### src/rtl/core/rva_pkg.sv
// Shared constants, types and tables for the axis rotation pipeline.
// Used by every module of rotate_vector_about_axis; depends on nothing.
package rva_pkg;

    localparam int COORD_WIDTH     = 32;
    localparam int ANGLE_FRAC_BITS = 6;
    localparam int ROTATION_STAGES = 18;
    localparam int ANGLE_WIDTH     = 24;
    localparam int AXIS_WIDTH      = 2;
    localparam int CS_FRAC         = 30;

    typedef enum logic [AXIS_WIDTH-1:0] {
        AXIS_X    = 2'd0,
        AXIS_Y    = 2'd1,
        AXIS_Z    = 2'd2,
        AXIS_NONE = 2'd3
    } axis_t;

    // stream packing
    localparam int S_TDATA_W = ((3 * COORD_WIDTH + ANGLE_WIDTH + 7) / 8) * 8;
    localparam int M_TDATA_W = ((3 * COORD_WIDTH + 7) / 8) * 8;

    // angle wrap: full turn and half turn in input angle units
    localparam int FULL_ANG    = 360 << ANGLE_FRAC_BITS;
    localparam int HALF_ANG    = 180 << ANGLE_FRAC_BITS;
    localparam int MAG_W       = ANGLE_WIDTH;
    localparam int RECIP_SHIFT = 37;
    localparam longint unsigned RECIP_FULL = (64'd1 << RECIP_SHIFT) / FULL_ANG;
    localparam int RECIP_W     = $clog2(RECIP_FULL + 1);
    localparam int REM_W       = $clog2(2 * FULL_ANG);
    localparam int FOLD_W      = $clog2(HALF_ANG + 1);

    // a full turn is Sector << (ANGLE_FRAC_BITS + 3)
    localparam int SECTOR        = 45;
    localparam int SECTOR_SHIFT  = 24;
    localparam int RECIP_SECTOR  = (1 << SECTOR_SHIFT) / SECTOR;
    localparam int RS_W          = $clog2(RECIP_SECTOR + 1);
    localparam int SREM_W        = 7;
    localparam int SLUT_IDX_W    = 6;
    localparam int TURN_LUT_DEPTH = 1 << SLUT_IDX_W;
    localparam int TURN_SHIFT    = 29 - ANGLE_FRAC_BITS;
    localparam int TURN_BIAS     = SECTOR / 2;
    localparam int TURN_W        = 32;

    typedef logic [MAG_W-1:0]            mag_t;
    typedef logic [MAG_W+RECIP_W-1:0]    qprod_t;
    typedef logic [REM_W-1:0]            rem_t;
    typedef logic [FOLD_W-1:0]           fold_t;
    typedef logic [FOLD_W+RS_W-1:0]      fprod_t;
    typedef logic [SREM_W-1:0]           srem_t;
    typedef logic [TURN_W-1:0]           turn_t;

    localparam mag_t  FULL_MAG     = mag_t'(FULL_ANG);
    localparam rem_t  FULL_REM     = rem_t'(FULL_ANG);
    localparam rem_t  HALF_REM     = rem_t'(HALF_ANG);
    localparam fold_t SECTOR_FOLD  = fold_t'(SECTOR);
    localparam srem_t SECTOR_SREM  = srem_t'(SECTOR);
    localparam turn_t QUARTER_TURN = turn_t'(64'd1 << 30);
    localparam turn_t HALF_TURN    = turn_t'(64'd1 << 31);

    typedef logic [TURN_W-1:0] turn_lut_t [TURN_LUT_DEPTH];

    function automatic turn_lut_t build_turn_lut();
        turn_lut_t lut;
        for (int i = 0; i < TURN_LUT_DEPTH; i++) begin
            if (i < SECTOR) begin
                lut[i] = turn_t'(((64'(i) << TURN_SHIFT) + 64'(TURN_BIAS)) / SECTOR);
            end else begin
                lut[i] = '0;
            end
        end
        return lut;
    endfunction

    localparam turn_lut_t TURN_LUT = build_turn_lut();

    // CORDIC
    localparam int XY_W        = 34;
    localparam int TH_W        = 33;
    localparam int ATAN_DEPTH  = 31;
    localparam int STAGE_IDX_W = $clog2(ATAN_DEPTH);

    typedef logic signed [XY_W-1:0]        xy_t;
    typedef logic signed [TH_W-1:0]        theta_t;
    typedef logic [STAGE_IDX_W-1:0]        stage_idx_t;
    typedef logic signed [COORD_WIDTH-1:0] coord_t;

    localparam xy_t CORDIC_START = xy_t'(652032874);

    localparam logic [31:0] ATAN_TURN [ATAN_DEPTH] = '{
        32'h20000000, 32'h12E4051E, 32'h09FB385B, 32'h051111D4, 32'h028B0D43,
        32'h0145D7E1, 32'h00A2F61E, 32'h00517C55, 32'h0028BE53, 32'h00145F2F,
        32'h000A2F98, 32'h000517CC, 32'h00028BE6, 32'h000145F3, 32'h0000A2FA,
        32'h0000517D, 32'h000028BE, 32'h0000145F, 32'h00000A30, 32'h00000518,
        32'h0000028C, 32'h00000146, 32'h000000A3, 32'h00000051, 32'h00000029,
        32'h00000014, 32'h0000000A, 32'h00000005, 32'h00000003, 32'h00000001,
        32'h00000001
    };

    // products and rounding
    localparam int PROD_W    = COORD_WIDTH + XY_W;
    localparam int SUM_W     = PROD_W + 1;
    localparam int SHIFTED_W = SUM_W - CS_FRAC;

    typedef logic signed [PROD_W-1:0]    prod_t;
    typedef logic signed [SUM_W-1:0]     sum_t;
    typedef logic signed [SHIFTED_W-1:0] shifted_t;

    typedef struct packed {
        coord_t vec_x;
        coord_t vec_y;
        coord_t vec_z;
        axis_t  axis_code;
    } vec_item_t;

    typedef struct packed {
        logic      valid;
        vec_item_t item;
        logic      flip;
        xy_t       x;
        xy_t       y;
        theta_t    theta;
    } cordic_lane_t;

    typedef struct packed {
        coord_t rot_x;
        coord_t rot_y;
        coord_t rot_z;
        logic   saturated;
    } rot_result_t;

endpackage

### src/rtl/core/rva_angle_prep.sv
// Angle front end: wrap to a half turn, convert to binary angle, fold quadrant.
// Eight register stages; feeds the first CORDIC cell. Depends on rva_pkg.
module rva_angle_prep (
    input  logic                              aclk,
    input  logic                              aresetn,
    input  logic                              en,
    input  logic                              in_valid,
    input  rva_pkg::vec_item_t                in_item,
    input  logic signed [rva_pkg::ANGLE_WIDTH-1:0] in_angle,
    output rva_pkg::cordic_lane_t             lane_out
);

    logic [7:0]         valid_reg;
    logic [6:0]         sgn_reg;
    rva_pkg::vec_item_t item_reg [8];

    rva_pkg::mag_t   mag0_reg, mag0_next;
    rva_pkg::mag_t   mag1_reg;
    rva_pkg::mag_t   quot1_reg, quot1_next;
    rva_pkg::rem_t   rem2_reg, rem2_next;
    rva_pkg::fold_t  fold3_reg, fold3_next;
    rva_pkg::fold_t  fold4_reg;
    rva_pkg::fold_t  sq4_reg, sq4_next;
    rva_pkg::fold_t  sq5_reg;
    rva_pkg::srem_t  srem5_reg, srem5_next;
    rva_pkg::turn_t  turn6_reg, turn6_next;
    rva_pkg::theta_t theta7_reg, theta7_next;
    logic            flip7_reg, flip7_next;

    rva_pkg::qprod_t qprod;
    rva_pkg::fprod_t fprod;
    rva_pkg::rem_t   rem_red;
    logic            wrap;
    logic            over;
    rva_pkg::srem_t  srem_fix;
    rva_pkg::fold_t  sq_fix;
    logic            past;
    rva_pkg::turn_t  tmag;

    always_comb begin
        mag0_next  = in_angle[rva_pkg::ANGLE_WIDTH-1] ? rva_pkg::mag_t'(-in_angle)
                                                      : rva_pkg::mag_t'(in_angle);

        qprod      = rva_pkg::qprod_t'(mag0_reg) * rva_pkg::qprod_t'(rva_pkg::RECIP_FULL);
        quot1_next = rva_pkg::mag_t'(qprod >> rva_pkg::RECIP_SHIFT);

        rem2_next  = rva_pkg::rem_t'(mag1_reg - quot1_reg * rva_pkg::FULL_MAG);

        rem_red    = (rem2_reg >= rva_pkg::FULL_REM) ? rem2_reg - rva_pkg::FULL_REM : rem2_reg;
        wrap       = rem_red > rva_pkg::HALF_REM;
        fold3_next = wrap ? rva_pkg::fold_t'(rva_pkg::FULL_REM - rem_red)
                          : rva_pkg::fold_t'(rem_red);

        fprod      = rva_pkg::fprod_t'(fold3_reg) * rva_pkg::fprod_t'(rva_pkg::RECIP_SECTOR);
        sq4_next   = rva_pkg::fold_t'(fprod >> rva_pkg::SECTOR_SHIFT);

        srem5_next = rva_pkg::srem_t'(fold4_reg - sq4_reg * rva_pkg::SECTOR_FOLD);

        over       = srem5_reg >= rva_pkg::SECTOR_SREM;
        srem_fix   = over ? srem5_reg - rva_pkg::SECTOR_SREM : srem5_reg;
        sq_fix     = over ? sq5_reg + rva_pkg::fold_t'(1) : sq5_reg;
        turn6_next = (rva_pkg::turn_t'(sq_fix) << rva_pkg::TURN_SHIFT)
                   + rva_pkg::TURN_LUT[srem_fix[rva_pkg::SLUT_IDX_W-1:0]];

        past        = turn6_reg > rva_pkg::QUARTER_TURN;
        tmag        = past ? rva_pkg::HALF_TURN - turn6_reg : turn6_reg;
        theta7_next = (sgn_reg[6] ^ past) ? -rva_pkg::theta_t'(tmag) : rva_pkg::theta_t'(tmag);
        flip7_next  = past;
    end

    always_ff @(posedge aclk) begin
        if (!aresetn) begin
            valid_reg <= '0;
        end else if (en) begin
            valid_reg <= {valid_reg[6:0], in_valid};
        end
    end

    always_ff @(posedge aclk) begin
        if (en) begin
            item_reg[0] <= in_item;
            for (int k = 1; k < 8; k++) begin
                item_reg[k] <= item_reg[k-1];
            end
            sgn_reg    <= {sgn_reg[5:3], sgn_reg[2] ^ wrap, sgn_reg[1:0],
                           in_angle[rva_pkg::ANGLE_WIDTH-1]};
            mag0_reg   <= mag0_next;
            mag1_reg   <= mag0_reg;
            quot1_reg  <= quot1_next;
            rem2_reg   <= rem2_next;
            fold3_reg  <= fold3_next;
            fold4_reg  <= fold3_reg;
            sq4_reg    <= sq4_next;
            sq5_reg    <= sq4_reg;
            srem5_reg  <= srem5_next;
            turn6_reg  <= turn6_next;
            theta7_reg <= theta7_next;
            flip7_reg  <= flip7_next;
        end
    end

    always_comb begin
        lane_out.valid = valid_reg[7];
        lane_out.item  = item_reg[7];
        lane_out.flip  = flip7_reg;
        lane_out.x     = rva_pkg::CORDIC_START;
        lane_out.y     = '0;
        lane_out.theta = theta7_reg;
    end

endmodule

### config.mk
export PLATFORM = sky130hd
export DESIGN_NAME = rva_angle_prep
export DESIGN_NICKNAME = d
export VERILOG_FILES = /design/src/rtl/core/rva_pkg.sv /design/src/rtl/core/rva_angle_prep.sv
export SDC_FILE = /design/constraint.sdc
export NUM_CORES = 1
export LEC_CHECK = 0
export ABC_AREA = 1
export BUFFER_PORTS_ARGS = -buffer_cell sky130_fd_sc_hd__buf_2
export CORE_UTILIZATION = 65
export DETAILED_ROUTE_END_ITERATION = 8
export PLACE_DENSITY = 0.84
export SYNTH_ARGS = -nofsm -noshare
export SYNTH_HDL_FRONTEND = slang
export SYNTH_SLANG_ARGS = --single-unit
### constraint.sdc
create_clock -name aclk -period 15.25 [get_ports aclk]
set_input_delay 0 -clock aclk [delete_from_list [all_inputs] [get_ports aclk]]
set_output_delay 0 -clock aclk [all_outputs]
set_load 0.005 [all_outputs]
==> metrics.cfg <==
[timing]
rsz0062_at_grt=no
slew_violations=0
tns_ps=0
maxSlewHeadroom=0.238
fin_skew_ps=42.5
hold_viol_final=0
fmax_mhz=174
final.min_clock_period_ps=5760
setup_viol=0
worstMarginPinSlew_ps=1140
fin_crit_sh=0.378

[cts]
cts_setup_buffers=0
cts_tree=done
clock_latency_ps=650
cts-buffers-inserted=92
clockBufferDepth=3
htree_levels=3
hold_buffers=142
clock-root-buffer=clkbuf_16
cts_sinks=968
cts-resized-gates=0
clk_pin_slew_ps=80

[synthesis]
ys_types=52
synth_area_um2=46800
syn_avg_cell_area_um2=13.5
yosysSeqAreaShare=0.619
yosys_warnings=0
synth_seq_cells=968
synthArstFlopShare=0
ys.flop_type=edfxtp_1
syn_inst=3483
synth_edf_count=960

[run]
cap_violations=0

[final_layout]
area_delta_synth_final_pct=12.7
largest_register_ffs=784
fin_util=0.740
layout-drive-gt1-share=0.114
nNetsFinal=4517

[global_route]
first_global_vias=28084
grt_antenna_before_repair=7
grt_pass1_wl_um=162000
overflow=0
track_usage=0.297
grt_max_degree=217

[run_status]
outcome=finished clean

[hold_path]
min_path_type=primary input to flop
min-delay-start=in_item[83]

[floorplanning]
die_h_um=270
die_w_um=270
core_um2=71400
initial_core_util=0.656
rows=98
dieArea_um2=73200
io_pins=327

[setup_path]
criticalPathCategory=flop to flop
cp_data_required_time_ps=15630
cp-start-kind=flop
cp-startpoint=mag0_reg[5]
end_kind=flop
r2r-start=mag0_reg[5]
critPathArrivalTime_ps=6140
cp_max_fo=5

[placed_design]
place.gp.congestion=0.941
portBuffers=258
hpwl_um=67400

[drt]
dr.first_iter.drc_count=2339
drtAntennaViolNets=0
drc=0
wl_per_cell_um=22.0
dr.pass1.iters=6
finalWirelength_um=108000
via_per_inst=5.51
num_vias=26979

## critical path: stages (launching register included)
cell and delay (ps):
edfxtp_1 550, ha_1 390, inv_1 140, fa_1 570, inv_1 70, fa_1 560, inv_1 70, fa_1 530
inv_1 60, fa_1 540, inv_1 60, fa_1 520, inv_1 40, ha_1 340, nand2_1 110, nor2_1 210
nand2_1 100, nor4_1 240, nand3_1 160, nand3_1 140, xnor2_1 60
## layout make-up
class / instances / area, um^2
Clock inverter: 60 / 673
Clock buffer: 110 / 2400
Fill cell: 4342 / 18600
Multi-Input combinational cell: 1785 / 14400
Tap cell: 950 / 1190
Timing Repair Buffer: 409 / 2820
Antenna cell: 4 / 10.0
Inverter: 609 / 2290
Sequential cell: 968 / 29000
## per-layer routing
metal,part of all wire,GRT usage,vias up
li1,-,-,12259
met1,0.35,0.326,13021
met2,0.53,0.549,1287
met3,0.057,0.0463,402
met4,0.061,0.159,10
met5,0.00057,0,-
## layout by cell type, fill, tap and decap left out, types with 9 or more instances in the layout
| cell type | n |
|---|---|
| buf_2 | 257 |
| edfxtp_1 | 960 |
| nand2_2 | 13 |
| o21ai_0 | 103 |
| a21oi_1 | 103 |
| dlygate4sd3_1 | 142 |
| clkbuf_1 | 15 |
| bufinv_16 | 11 |
| inv_1 | 606 |
| fa_1 | 214 |
| a21o_1 | 9 |
| xnor2_1 | 49 |
| nand2_1 | 413 |
| nor3_1 | 30 |
| o211ai_1 | 12 |
| conb_1 | 68 |
| nand3_1 | 86 |
| clkinv_1 | 17 |
| xor2_1 | 79 |
| nand3b_1 | 10 |
| clkbuf_16 | 92 |
| nor2_1 | 193 |
| clkinv_2 | 19 |
| nand4_1 | 24 |
| ha_1 | 312 |
## synthesized netlist by cell type, types with 49 or more instances
library cell	n	area, um^2
a21oi_1	103	515
buf_4	170	1280
edfxtp_1	960	28800
fa_1	214	4280
ha_1	312	3900
inv_1	606	2270
nand2_1	413	1550
nand3_1	86	430
nor2_1	193	724
o21ai_0	103	515
xnor2_1	49	429
xor2_1	79	692
## stage by stage
step / cell area (um^2) / hold WS, ps / std cells / setup slack [ps]
floorplan: 47100 / 98.9 / 3549 / 10040
global placement: 48300 / 177 / 4579 / 9660
detailed placement: 48300 / 178 / 4579 / 9560
CTS: 52800 / 21.7 / 4891 / 9530
global route: 52800 / 48.0 / 4892 / 9180
finish: 52800 / 54.2 / 4895 / 9490
## final timing paths
kind	end	slack, ps	cells past startpoint
worst min register to register	sq5_reg[8]	380	0
worst max register to register	quot1_reg[6]	9490	20
worst max-delay path	quot1_reg[6]	9490	20
worst min-delay path	item_reg[0][83]	50	2
## logic make-up (layout without fill, tap and decap cells)
kind of cell    Yosys count  count (layout)  synth area share
compound gates          261             261            0.0311
simple gates            801             801            0.0728
fa+ha+maj               526             526             0.175
other cells               2              72          0.000160
flops                   968             968             0.619
xor+xnor                129             129            0.0243
buf+inv                 796            1188            0.0781
Power is left out: the tool's default activity adds up to more than one toggle a clock period on the data nets, which glitch-free logic cannot reach.
