### config.mk
export PLATFORM = sky130hd
export DESIGN_NAME = rva_cordic_cell
export DESIGN_NICKNAME = d
export VERILOG_FILES = /design/src/rtl/core/rva_pkg.sv /design/src/rtl/core/rva_cordic_cell.sv
export SDC_FILE = /design/constraint.sdc
export NUM_CORES = 1
export LEC_CHECK = 0
export ABC_CLOCK_PERIOD_IN_PS = 10500
export BUFFER_PORTS_ARGS = -buffer_cell sky130_fd_sc_hd__buf_2
export CAP_MARGIN = 20
export CELL_PAD_IN_SITES_DETAIL_PLACEMENT = 0
export CELL_PAD_IN_SITES_GLOBAL_PLACEMENT = 1
export CORE_UTILIZATION = 43
export DETAILED_ROUTE_END_ITERATION = 12
export GPL_TIMING_DRIVEN = 0
export HOLD_SLACK_MARGIN = 0.06
export PLACE_DENSITY_LB_ADDON = 0.1
export RECOVER_POWER = 25
export REMOVE_ABC_BUFFERS = 1
export SLEW_MARGIN = 20
export SYNTH_ARGS = -nofsm -noshare
export SYNTH_HDL_FRONTEND = slang
export SYNTH_SLANG_ARGS = --single-unit
### constraint.sdc
create_clock -name aclk -period 10.5 [get_ports aclk]
set_clock_uncertainty 0.15 [all_clocks]
set_input_delay 3.15 -clock aclk [delete_from_list [all_inputs] [get_ports aclk]]
set_output_delay 3.15 -clock aclk [all_outputs]
set_load 0.02 [all_outputs]
### src/rtl/core/rva_pkg.sv
// Shared constants, types and tables for the axis rotation pipeline.
// Used by every module of rotate_vector_about_axis; depends on nothing.
package rva_pkg;

    localparam int COORD_WIDTH     = 32;
    localparam int ANGLE_FRAC_BITS = 6;
    localparam int ROTATION_STAGES = 18;
    localparam int ANGLE_WIDTH     = 24;
    localparam int AXIS_WIDTH      = 2;
    localparam int CS_FRAC         = 30;

    typedef enum logic [AXIS_WIDTH-1:0] {
        AXIS_X    = 2'd0,
        AXIS_Y    = 2'd1,
        AXIS_Z    = 2'd2,
        AXIS_NONE = 2'd3
    } axis_t;

    // stream packing
    localparam int S_TDATA_W = ((3 * COORD_WIDTH + ANGLE_WIDTH + 7) / 8) * 8;
    localparam int M_TDATA_W = ((3 * COORD_WIDTH + 7) / 8) * 8;

    // angle wrap: full turn and half turn in input angle units
    localparam int FULL_ANG    = 360 << ANGLE_FRAC_BITS;
    localparam int HALF_ANG    = 180 << ANGLE_FRAC_BITS;
    localparam int MAG_W       = ANGLE_WIDTH;
    localparam int RECIP_SHIFT = 37;
    localparam longint unsigned RECIP_FULL = (64'd1 << RECIP_SHIFT) / FULL_ANG;
    localparam int RECIP_W     = $clog2(RECIP_FULL + 1);
    localparam int REM_W       = $clog2(2 * FULL_ANG);
    localparam int FOLD_W      = $clog2(HALF_ANG + 1);

    // a full turn is Sector << (ANGLE_FRAC_BITS + 3)
    localparam int SECTOR        = 45;
    localparam int SECTOR_SHIFT  = 24;
    localparam int RECIP_SECTOR  = (1 << SECTOR_SHIFT) / SECTOR;
    localparam int RS_W          = $clog2(RECIP_SECTOR + 1);
    localparam int SREM_W        = 7;
    localparam int SLUT_IDX_W    = 6;
    localparam int TURN_LUT_DEPTH = 1 << SLUT_IDX_W;
    localparam int TURN_SHIFT    = 29 - ANGLE_FRAC_BITS;
    localparam int TURN_BIAS     = SECTOR / 2;
    localparam int TURN_W        = 32;

    typedef logic [MAG_W-1:0]            mag_t;
    typedef logic [MAG_W+RECIP_W-1:0]    qprod_t;
    typedef logic [REM_W-1:0]            rem_t;
    typedef logic [FOLD_W-1:0]           fold_t;
    typedef logic [FOLD_W+RS_W-1:0]      fprod_t;
    typedef logic [SREM_W-1:0]           srem_t;
    typedef logic [TURN_W-1:0]           turn_t;

    localparam mag_t  FULL_MAG     = mag_t'(FULL_ANG);
    localparam rem_t  FULL_REM     = rem_t'(FULL_ANG);
    localparam rem_t  HALF_REM     = rem_t'(HALF_ANG);
    localparam fold_t SECTOR_FOLD  = fold_t'(SECTOR);
    localparam srem_t SECTOR_SREM  = srem_t'(SECTOR);
    localparam turn_t QUARTER_TURN = turn_t'(64'd1 << 30);
    localparam turn_t HALF_TURN    = turn_t'(64'd1 << 31);

    typedef logic [TURN_W-1:0] turn_lut_t [TURN_LUT_DEPTH];

    function automatic turn_lut_t build_turn_lut();
        turn_lut_t lut;
        for (int i = 0; i < TURN_LUT_DEPTH; i++) begin
            if (i < SECTOR) begin
                lut[i] = turn_t'(((64'(i) << TURN_SHIFT) + 64'(TURN_BIAS)) / SECTOR);
            end else begin
                lut[i] = '0;
            end
        end
        return lut;
    endfunction

    localparam turn_lut_t TURN_LUT = build_turn_lut();

    // CORDIC
    localparam int XY_W        = 34;
    localparam int TH_W        = 33;
    localparam int ATAN_DEPTH  = 31;
    localparam int STAGE_IDX_W = $clog2(ATAN_DEPTH);

    typedef logic signed [XY_W-1:0]        xy_t;
    typedef logic signed [TH_W-1:0]        theta_t;
    typedef logic [STAGE_IDX_W-1:0]        stage_idx_t;
    typedef logic signed [COORD_WIDTH-1:0] coord_t;

    localparam xy_t CORDIC_START = xy_t'(652032874);

    localparam logic [31:0] ATAN_TURN [ATAN_DEPTH] = '{
        32'h20000000, 32'h12E4051E, 32'h09FB385B, 32'h051111D4, 32'h028B0D43,
        32'h0145D7E1, 32'h00A2F61E, 32'h00517C55, 32'h0028BE53, 32'h00145F2F,
        32'h000A2F98, 32'h000517CC, 32'h00028BE6, 32'h000145F3, 32'h0000A2FA,
        32'h0000517D, 32'h000028BE, 32'h0000145F, 32'h00000A30, 32'h00000518,
        32'h0000028C, 32'h00000146, 32'h000000A3, 32'h00000051, 32'h00000029,
        32'h00000014, 32'h0000000A, 32'h00000005, 32'h00000003, 32'h00000001,
        32'h00000001
    };

    // products and rounding
    localparam int PROD_W    = COORD_WIDTH + XY_W;
    localparam int SUM_W     = PROD_W + 1;
    localparam int SHIFTED_W = SUM_W - CS_FRAC;

    typedef logic signed [PROD_W-1:0]    prod_t;
    typedef logic signed [SUM_W-1:0]     sum_t;
    typedef logic signed [SHIFTED_W-1:0] shifted_t;

    typedef struct packed {
        coord_t vec_x;
        coord_t vec_y;
        coord_t vec_z;
        axis_t  axis_code;
    } vec_item_t;

    typedef struct packed {
        logic      valid;
        vec_item_t item;
        logic      flip;
        xy_t       x;
        xy_t       y;
        theta_t    theta;
    } cordic_lane_t;

    typedef struct packed {
        coord_t rot_x;
        coord_t rot_y;
        coord_t rot_z;
        logic   saturated;
    } rot_result_t;

endpackage

### src/rtl/core/rva_cordic_cell.sv
// One CORDIC rotation cell: a shift-add micro-rotation and one atan step.
// Cells chain into the sine/cosine pipeline. Depends on rva_pkg.
module rva_cordic_cell (
    input  logic                  aclk,
    input  logic                  aresetn,
    input  logic                  en,
    input  rva_pkg::stage_idx_t   stage_idx,
    input  rva_pkg::cordic_lane_t lane_in,
    output rva_pkg::cordic_lane_t lane_out
);

    rva_pkg::cordic_lane_t lane_reg, lane_next;
    rva_pkg::xy_t          x_in, y_in, dx, dy;
    rva_pkg::theta_t       step;

    always_comb begin
        x_in      = lane_in.x;
        y_in      = lane_in.y;
        dx        = y_in >>> stage_idx;
        dy        = x_in >>> stage_idx;
        step      = rva_pkg::theta_t'(rva_pkg::ATAN_TURN[stage_idx]);
        lane_next = lane_in;
        if (!lane_in.theta[rva_pkg::TH_W-1]) begin
            lane_next.x     = x_in - dx;
            lane_next.y     = y_in + dy;
            lane_next.theta = lane_in.theta - step;
        end else begin
            lane_next.x     = x_in + dx;
            lane_next.y     = y_in - dy;
            lane_next.theta = lane_in.theta + step;
        end
    end

    always_ff @(posedge aclk) begin
        if (!aresetn) begin
            lane_reg.valid <= 1'b0;
        end else if (en) begin
            lane_reg <= lane_next;
        end
    end

    assign lane_out = lane_reg;

endmodule

==> results.json, run 1 <==
{
  "synth.top_cell.area_share": 0.3246,
  "crit_arrival_ps": 10140,
  "cts.clk_slew.worst_paths_ps": 60,
  "rsz0062_at_grt": "false",
  "clk_latency_ps": 530,
  "critPathRequiredTime_ps": 10610,
  "cts_buffers": 23,
  "relSlewSlack": -1.086,
  "yosysUniqueCellTypes": 84,
  "drive_gt1_frac": 0.2717,
  "status": "finished with violations",
  "dp_hpwl_um": 49130,
  "utilization": 0.5138,
  "synthTopCellsByCount": "200 x edfxtp_1, 151 x a21oi_1, 149 x nor2_1, 136 x nand2_1, 118 x xnor2_1",
  "nFillCells": 3990,
  "wl_per_cell_um": 23.21,
  "violations": "max-capacitance violations, max-slew violations",
  "port_buffers": 409,
  "maxCapViolCount": 2,
  "die_area_um2": 43860,
  "gp_congestion": 0.9541,
  "grt.busiest_layer": "met2",
  "cts.path.max_buffers": 3,
  "ant_nets": 0,
  "cts.sinks": 201,
  "min_path_type": "reg2reg",
  "critPathCaptureType": "flop",
  "dr.pass1.iters": 7,
  "avgViaCountPerCell": 6.047,
  "syn2layout_area_growth_pct": 17.28,
  "crit_fanout": 55,
  "yosysMostFrequentCell": "edfxtp_1",
  "start_util": 0.4381,
  "async_flop_share": 0,
  "crit_type": "in2reg",
  "yosys_warnings": 0,
  "syn_area_um2": 18500,
  "pin_count": 410,
  "grt_overflow_total": 0,
  "cts_setup_buffers": 0,
  "ir_drop_mv": 0.1101,
  "hold_slack_ps": 402.8,
  "grt_use_met1": 0.3686,
  "p_per_area_nw_per_um2": 146.1,
  "hold_viol": 0,
  "fmax_ghz": 0.09971,
  "drt_iter0_markers": 1513,
  "dp_cells": 2705,
  "seq_area_um2": 6026,
  "grt_pass1_vias": 16020,
  "avgSynthCellArea_um2": 9.995,
  "core_um2": 42230,
  "final_nets": 2512,
  "slew_viol_final": 89,
  "cts-root-buf": "clkbuf_16",
  "min_period_ps": 10030,
  "finalNonFillerCells": 2744,
  "vias": 16590,
  "p_leak_nw": 8.894,
  "grtUsageMet2": 0.4794,
  "wl_um": 63680,
  "antenna_cells": 0,
  "crit_path_start_kind": "input port",
  "die_x_um": 209.4,
  "cts_tree": "done",
  "antenna_found_initial": 1,
  "synth_top_area_cell": "edfxtp_1",
  "tightest_slew_ps": 3128,
  "grt_max_degree": 69,
  "syn_inst": 1851,
  "grtUsageMet3": 0.04040,
  "multi_input_area_um2": 11790,
  "synthTopCellsByArea": "edfxtp_1 32%, mux4_2 10%, ha_1 7.4%, xnor2_1 5.6%, a21oi_1 4.1%",
  "totalPowerFinal_mw": 3.169,
  "fin_crit_sh": 0.9552,
  "setup_violations": 0,
  "ys_ff_latch": 201,
  "grt.total_usage": 0.2841,
  "synth_edf_count": 200,
  "ys_seq_area_frac": 0.3257,
  "cts_max_level": 1,
  "grt_first_pass_wirelength_um": 96580,
  "drc": 0,
  "largest_reg_flops": 201,
  "chipHeight_um": 209.4,
  "rows": 75,
  "synthFlopType": "edfxtp_1"
}
[final cells by class]
type,count,share of cell area
multi-input combinational,1495,0.5435
sequential,201,0.2777
timing repair buffer,420,0.1075
tap,539,0.03108
clock buffer,26,0.02705
inverter,50,0.008881
clock inverter,13,0.004267
[worst paths after layout]
path            startpoint       endpoint  slack, ps  cells past startpoint
min          lane_out[200]  lane_out[200]        400                      2
min reg2reg  lane_out[200]  lane_out[200]        400                      2
max           stage_idx[1]  lane_out[100]        470                     24
max reg2reg  lane_out[200]  lane_out[200]       9740                      2
[report_power, final]
group          internal, mW  switching (mW)
registers              1.03          0.0199
logic                 0.544           0.830
clock network         0.423           0.321
[cell families after synthesis]
| kind of cell | count (synthesis) | synth area share |
|---|---|---|
| and+or+nand+nor | 494 | 0.1283 |
| muxes | 176 | 0.1544 |
| buffers and inverters | 155 | 0.03882 |
| xor gates and xnor gates | 178 | 0.08427 |
| DFF | 201 | 0.3257 |
| AOI/OAI and AO/OA | 535 | 0.1915 |
| adders and majority gates | 112 | 0.07696 |
[timing repair]
item | CTS | global route
resized for setup | 0 | 6
hold buffers | 0 | 0
setup endpoints to repair | 0 | 7
[cells in the final DEF (no fill, tap or decap), types with 19 or more instances in the layout]
| master | n |
|---|---|
| a211oi_1 | 21 |
| a21o_1 | 53 |
| a21oi_1 | 151 |
| a31oi_1 | 24 |
| and3_1 | 19 |
| buf_2 | 401 |
| clkbuf_16 | 23 |
| edfxtp_1 | 200 |
| ha_1 | 109 |
| inv_1 | 45 |
| mux2_2 | 25 |
| mux2i_1 | 62 |
| mux4_2 | 84 |
| nand2_1 | 135 |
| nand2b_1 | 22 |
| nand3_1 | 40 |
| nor2_1 | 148 |
| nor2b_1 | 30 |
| nor3_1 | 25 |
| o21ai_0 | 76 |
| xnor2_1 | 118 |
| xor2_1 | 60 |
[metrics by stage]
stage / TNS, ps / setup slack, ps / instance area, um2
2_1_floorplan: 0 / 1595 / 17970
3_3_place_gp: -156670 / -3465 / 20690
3_5_place_dp: -465.4 / -465.4 / 21010
4_1_cts: 0 / 59.66 / 21690
5_1_grt: 0 / 107.1 / 21700
6_report: 0 / 470.6 / 21700
[layer usage]
metal | vias to the layer above | routed length (um)
met5 | - | 0
met4 | 0 | 2471
met3 | 114 | 4200
met2 | 672 | 30740
met1 | 8034 | 26270
li1 | 7772 | -
[worst max-delay path, cell delays in order]
cell	delay [ps]
buf_4	440
buf_16	320
inv_2	310
buf_12	270
mux2i_2	500
o22ai_1	170
a211oi_2	440
ha_1	280
or3b_1	400
and2b_1	320
a21o_2	250
o21ai_1	100
xor2_1	170
ha_1	350
a21oi_1	340
o2111ai_1	170
a21oi_1	210
nand3b_1	100
o21ai_0	410
o21ai_0	240
a21oi_1	260
nor2_1	80
a2111oi_0	620
xnor2_1	150
Power figures use the tool's default switching activity.
==> run 2, diff against run 1 <==
--- a/config.mk
+++ b/config.mk
@@ -14,6 +14,7 @@
 export DETAILED_ROUTE_END_ITERATION = 12
 export GPL_TIMING_DRIVEN = 0
 export HOLD_SLACK_MARGIN = 0.06
+export MAX_ROUTING_LAYER = met4
 export PLACE_DENSITY_LB_ADDON = 0.1
 export RECOVER_POWER = 25
 export REMOVE_ABC_BUFFERS = 1
==> run 2 against run 1 <==
Net effect: the flow still finishes with violations (max-capacitance violations, max-slew violations); die area did not move; count of clock-buffer cells in the layout up 4; sequential cell count stayed put; via count is 0.79% higher; worst setup slack got worse by 57 ps; combinational power barely moved; critical endpoint unchanged.
==> results.json, run 2 (synthesized netlist as in run 1, its figures left out) <==
{
  "start_util": 0.4381,
  "vias": 16720,
  "violations": "max-capacitance violations, max-slew violations",
  "r2r-start": "lane_out[200]",
  "grt_pass1_vias": 15970,
  "final_common_cell": "buf_2",
  "die_area_um2": 43860,
  "grt.total_usage": 0.2923,
  "final_nets": 2514,
  "crit_path_cell_trace": "buf_4, buf_16, inv_4, mux2i_2, o22ai_1, a211oi_1, ha_1, or3b_1, and2b_1, a21o_2, o21ai_1, xor2_1, ha_1, a21oi_1, o2111ai_1, a21oi_1, nand3b_1, o21ai_0, o21ai_0, a21oi_1, nor2_1, a2111oi_0, xnor2_1",
  "gp_congestion": 0.9928,
  "ir_drop_mv": 0.1265,
  "fmax_ghz": 0.09914,
  "antenna_found_initial": 1,
  "grt_first_pass_wirelength_um": 96550,
  "slew_viol_final": 88,
  "critPathTopFamily": "compound AO/OA/AOI/OAI gates",
  "clk_latency_ps": 530,
  "crit_type": "in2reg",
  "crit_fanout": 60,
  "crit_path_start_kind": "input port",
  "cts-root-buf": "clkbuf_16",
  "ant_nets": 0,
  "min_period_ps": 10090,
  "relSlewSlack": -0.9918,
  "fin_crit_sh": 0.9606,
  "hold_end": "lane_out[200]",
  "setup_violations": 0,
  "wl_per_cell_um": 23.08,
  "crit_arrival_ps": 10210,
  "r2r_setup_slack_ps": 9750,
  "dr.pass1.iters": 6,
  "layout_common_cells": "401 x buf_2, 200 x edfxtp_1, 151 x a21oi_1",
  "r2r_end": "lane_out[200]",
  "rows": 75,
  "cts.sinks": 201,
  "cts_buffers": 24,
  "critical-path-max-stage-delay_ps": 680,
  "drive_gt1_frac": 0.2751,
  "die_x_um": 209.4,
  "core_um2": 42230,
  "cts_tree": "done",
  "p_leak_nw": 8.917,
  "hp-start": "lane_out[200]",
  "cts_max_level": 1,
  "largest_reg_flops": 201,
  "cp_num_buf_inv": 3,
  "cts.path.max_buffers": 3,
  "cp_slowest_cell": "a211oi_1",
  "cts.clk_slew.worst_paths_ps": 60,
  "place_worst_setup_slack_ps": -349.4,
  "syn2layout_area_growth_pct": 17.63,
  "nFillCells": 3974,
  "tightest_slew_ps": 2988,
  "grt_max_degree": 71,
  "utilization": 0.5153,
  "grt_overflow_total": 0,
  "min_path_cells": 2,
  "rsz0062_at_grt": "false",
  "dp_hpwl_um": 48630,
  "drt_iter0_markers": 1524,
  "maxCapViolCount": 2,
  "hold_viol": 0,
  "critPathRequiredTime_ps": 10620,
  "critPathCaptureType": "flop",
  "status": "finished with violations",
  "drc": 0,
  "pin_count": 410,
  "worstRegToRegCells": 2,
  "worst_path_most_repeated_cell": "a21oi_1",
  "wl_um": 63470,
  "p_per_area_nw_per_um2": 148.3,
  "final.setup.worst_slack_ps": 413.6,
  "min_path_type": "reg2reg",
  "chipHeight_um": 209.4,
  "port_buffers": 409,
  "avgViaCountPerCell": 6.081
}
[run 2: cell count changes in the layout (fill, tap and decap cells not counted), moves of 2 or more]
cell / delta
a221oi_1: -2
a221oi_2: +2
buf_4: +2
clkbuf_1: +2
clkbuf_16: +2
clkinv_1: -4
clkinvlp_4: +3
[run 2: worst max path at each step]
stage	cells past startpoint	startpoint	slack, ps	endpoint
floorplan	21	stage_idx[1]	1600	lane_out[31]
detailed placement	22	stage_idx[0]	-350	lane_out[32]
global placement	21	stage_idx[0]	-3400	lane_out[31]
global route	23	stage_idx[0]	20	lane_out[100]
finish	23	stage_idx[1]	410	lane_out[100]
CTS	22	stage_idx[0]	200	lane_out[32]
[run 2: worst reg2reg max path: cells and delay by family, from the launching register on]
family / cells / cell delay [ps]
flip-flops: 1 / 310
AND/OR/NAND/NOR: 1 / 60
multiplexers: 1 / 120
[run 2: per-layer routing]
metal  vias up  track usage  part of all wire
met5         -            -                 0
met4         0       0.1007             0.036
met3       131      0.03352             0.064
met2       729       0.4823              0.48
met1      8078       0.3726              0.41
li1       7785            -                 -
[run 2: cell type report]
class,instances,area (um2),area share
diodes,1,2.502,0.0001150
clock buffers,30,644.4,0.02961
clock inverters,13,108.9,0.005002
inverters,50,195.2,0.008969
multi-input cells,1495,11800,0.5421
flip-flops and latches,201,6026,0.2769
well taps,539,674.4,0.03099
repair buffers,421,2315,0.1064
[run 2: through the flow]
step	std cells	hold slack [ps]	total power, mW	setup TNS, ps	cell area (um2)
2_1_floorplan	1746	439.3	2.001	0	17970
3_3_place_gp	2694	361.3	2.421	-151800	20690
3_5_place_dp	2704	376.7	2.427	-2386	21000
4_1_cts	2747	393.3	3.244	0	21750
5_1_grt	2750	429.8	3.411	0	21760
6_report	2750	390.4	3.226	0	21760
[run 2: report_power, final]
part,leakage [nW],internal (mW),switching [mW],total [mW]
logic,6.67,0.544,0.830,1.37
clock network,0.358,0.461,0.340,0.801
registers,1.89,1.03,0.0195,1.05
total,8.92,2.04,1.19,3.23
[run 2: what timing repair did]
action	4_1_cts	5_1_grt
setup endpoints to repair	0	11
resized for setup	0	6
hold buffers	0	0
buffers inserted	0	2
==> run 3, diff against run 2 <==
--- a/config.mk
+++ b/config.mk
@@ -8,7 +8,7 @@
 export ABC_CLOCK_PERIOD_IN_PS = 10500
 export BUFFER_PORTS_ARGS = -buffer_cell sky130_fd_sc_hd__buf_2
 export CAP_MARGIN = 20
-export CELL_PAD_IN_SITES_DETAIL_PLACEMENT = 0
+export CELL_PAD_IN_SITES_DETAIL_PLACEMENT = 1
 export CELL_PAD_IN_SITES_GLOBAL_PLACEMENT = 1
 export CORE_UTILIZATION = 43
 export DETAILED_ROUTE_END_ITERATION = 12
==> run 3 against run 2 <==
Net effect: the flow still finishes with violations (max-capacitance violations, max-slew violations); highest routed layer unchanged; design area increased by 0.18%; largest cell class unchanged; wire length grew 7.8%; worst setup slack got worse by 120 ps; utilization up 0.095 points; first-iteration DRC count fell by 22%; global-route usage up 2.2 points; die area stayed put.
==> results.json, run 3 (synthesized netlist as in run 1, its figures left out) <==
{
  "min_path_type": "reg2reg",
  "fmax_ghz": 0.09799,
  "tightest_slew_ps": 2983,
  "violations": "max-capacitance violations, max-slew violations",
  "postCtsHoldBufs": 0,
  "crit_path_start_kind": "input port",
  "drt_iter0_markers": 1187,
  "worst_path_most_repeated_cell": "a21oi_1",
  "die_area_um2": 43860,
  "cp_num_buf_inv": 3,
  "drive_gt1_frac": 0.2765,
  "cts.path.max_buffers": 3,
  "clk_latency_ps": 540,
  "cts.clk_slew.worst_paths_ps": 60,
  "grt_overflow_total": 0,
  "crit_fanout": 70,
  "hold_viol": 0,
  "nFillCells": 4874,
  "vias": 17160,
  "cts_tree": "done",
  "die_x_um": 209.4,
  "dp_hpwl_um": 53030,
  "grt_pass1_vias": 17390,
  "ir_drop_mv": 0.1391,
  "pin_count": 410,
  "wl_um": 68390,
  "avgViaCountPerCell": 6.225,
  "status": "finished with violations",
  "chipHeight_um": 209.4,
  "largest_reg_flops": 201,
  "totalPowerFinal_mw": 3.263,
  "p_leak_nw": 8.938,
  "maxCapViolCount": 2,
  "min_period_ps": 10200,
  "grt_max_degree": 71,
  "final_area_um2": 21800,
  "drc": 0,
  "start_util": 0.4381,
  "grt.total_usage": 0.3146,
  "placed_area_um2": 21000,
  "cts.sinks": 201,
  "crit_arrival_ps": 10310,
  "critPathTopFamily": "compound AO/OA/AOI/OAI gates",
  "crit_path_cell_trace": "buf_8, buf_16, clkinvlp_4, mux4_2, o22ai_1, nor3_2, ha_1, or3b_1, and2b_1, a21o_2, o21ai_1, xor2_1, ha_1, a21oi_1, o2111ai_1, a21oi_1, nand3b_1, o21ai_0, o21ai_0, a21oi_1, nor2_1, a2111oi_0, xnor2_1",
  "wl_per_cell_um": 24.81,
  "p_per_area_nw_per_um2": 149.7,
  "critPathRequiredTime_ps": 10600,
  "setup_violations": 0,
  "gp_congestion": 0.9928,
  "critical-path-max-stage-delay_ps": 620,
  "final_common_cell": "buf_2",
  "core_um2": 42230,
  "cts-root-buf": "clkbuf_16",
  "final.setup.worst_slack_ps": 295.1,
  "dr.pass1.iters": 6,
  "relSlewSlack": -0.9888,
  "final_nets": 2516,
  "place_worst_setup_slack_ps": -470.3,
  "crit_type": "in2reg",
  "critPathCaptureType": "flop",
  "layout_common_cells": "401 x buf_2, 200 x edfxtp_1, 151 x a21oi_1",
  "antenna_found_initial": 5,
  "cts_max_level": 1,
  "port_buffers": 409,
  "syn2layout_area_growth_pct": 17.85,
  "fin_crit_sh": 0.9719,
  "ant_nets": 0,
  "rows": 75,
  "grt_first_pass_wirelength_um": 104100,
  "slew_viol_final": 88,
  "cts_buffers": 24,
  "cp_slowest_cell": "a2111oi_0"
}
-- run 3: worst register-to-register path, stage by stage (launching register included) --
cell and delay [ps]:
dfxtp_1 320, mux2i_1 170, nor2b_1 70
-- run 3: worst paths after layout --
kind / startpoint / endpoint / slack (ps) / depth (start not counted)
max: stage_idx[0] / lane_out[100] / 300 / 23
min: lane_out[200] / lane_out[200] / 450 / 2
max reg2reg: lane_out[200] / lane_out[200] / 9680 / 2
min reg2reg: lane_out[200] / lane_out[200] / 450 / 2
-- run 3: what timing repair did --
item                                    CTS  global route
gates resized for setup                   0             8
hold endpoints to repair                  0             0
setup buffers                             0             4
endpoints found under the setup margin    0            12
-- run 3: final cells by class --
class	instances	area, um2	area share
multi-input combinational	1495	11810	0.5415
sequential	201	6026	0.2764
timing repair buffer	423	2330	0.1069
tap	539	674.4	0.03093
clock buffer	26	629.4	0.02887
inverter	50	195.2	0.008953
clock inverter	18	128.9	0.005911
antenna	5	12.51	0.0005739
-- run 3: power breakdown --
part / total [mW] / internal, mW / switching, mW / leakage, nW
combinational: 1.41 / 0.546 / 0.859 / 6.69
sequential: 1.05 / 1.03 / 0.0215 / 1.89
clock: 0.804 / 0.460 / 0.344 / 0.364
total: 3.26 / 2.04 / 1.22 / 8.94
-- run 3: stage by stage --
step | instances | TNS, ps | hold WS, ps | util
floorplan | 1746 | 0 | 439.3 | -
global placement | 2694 | -151800 | 361.3 | 0.4900
detailed placement | 2704 | -3511 | 421.8 | 0.4972
CTS | 2748 | 0 | 454.1 | 0.5152
global route | 2757 | -14.98 | 473.0 | 0.5163
finish | 2757 | 0 | 452.5 | 0.5163
-- run 3: routing by layer --
metal | global-route usage | vias up | part of all wire
met3 | 0.03980 | 137 | 0.061
li1 | - | 7787 | -
met4 | 0.1204 | 0 | 0.036
met5 | - | - | 0
met1 | 0.3778 | 8508 | 0.40
met2 | 0.5383 | 730 | 0.50
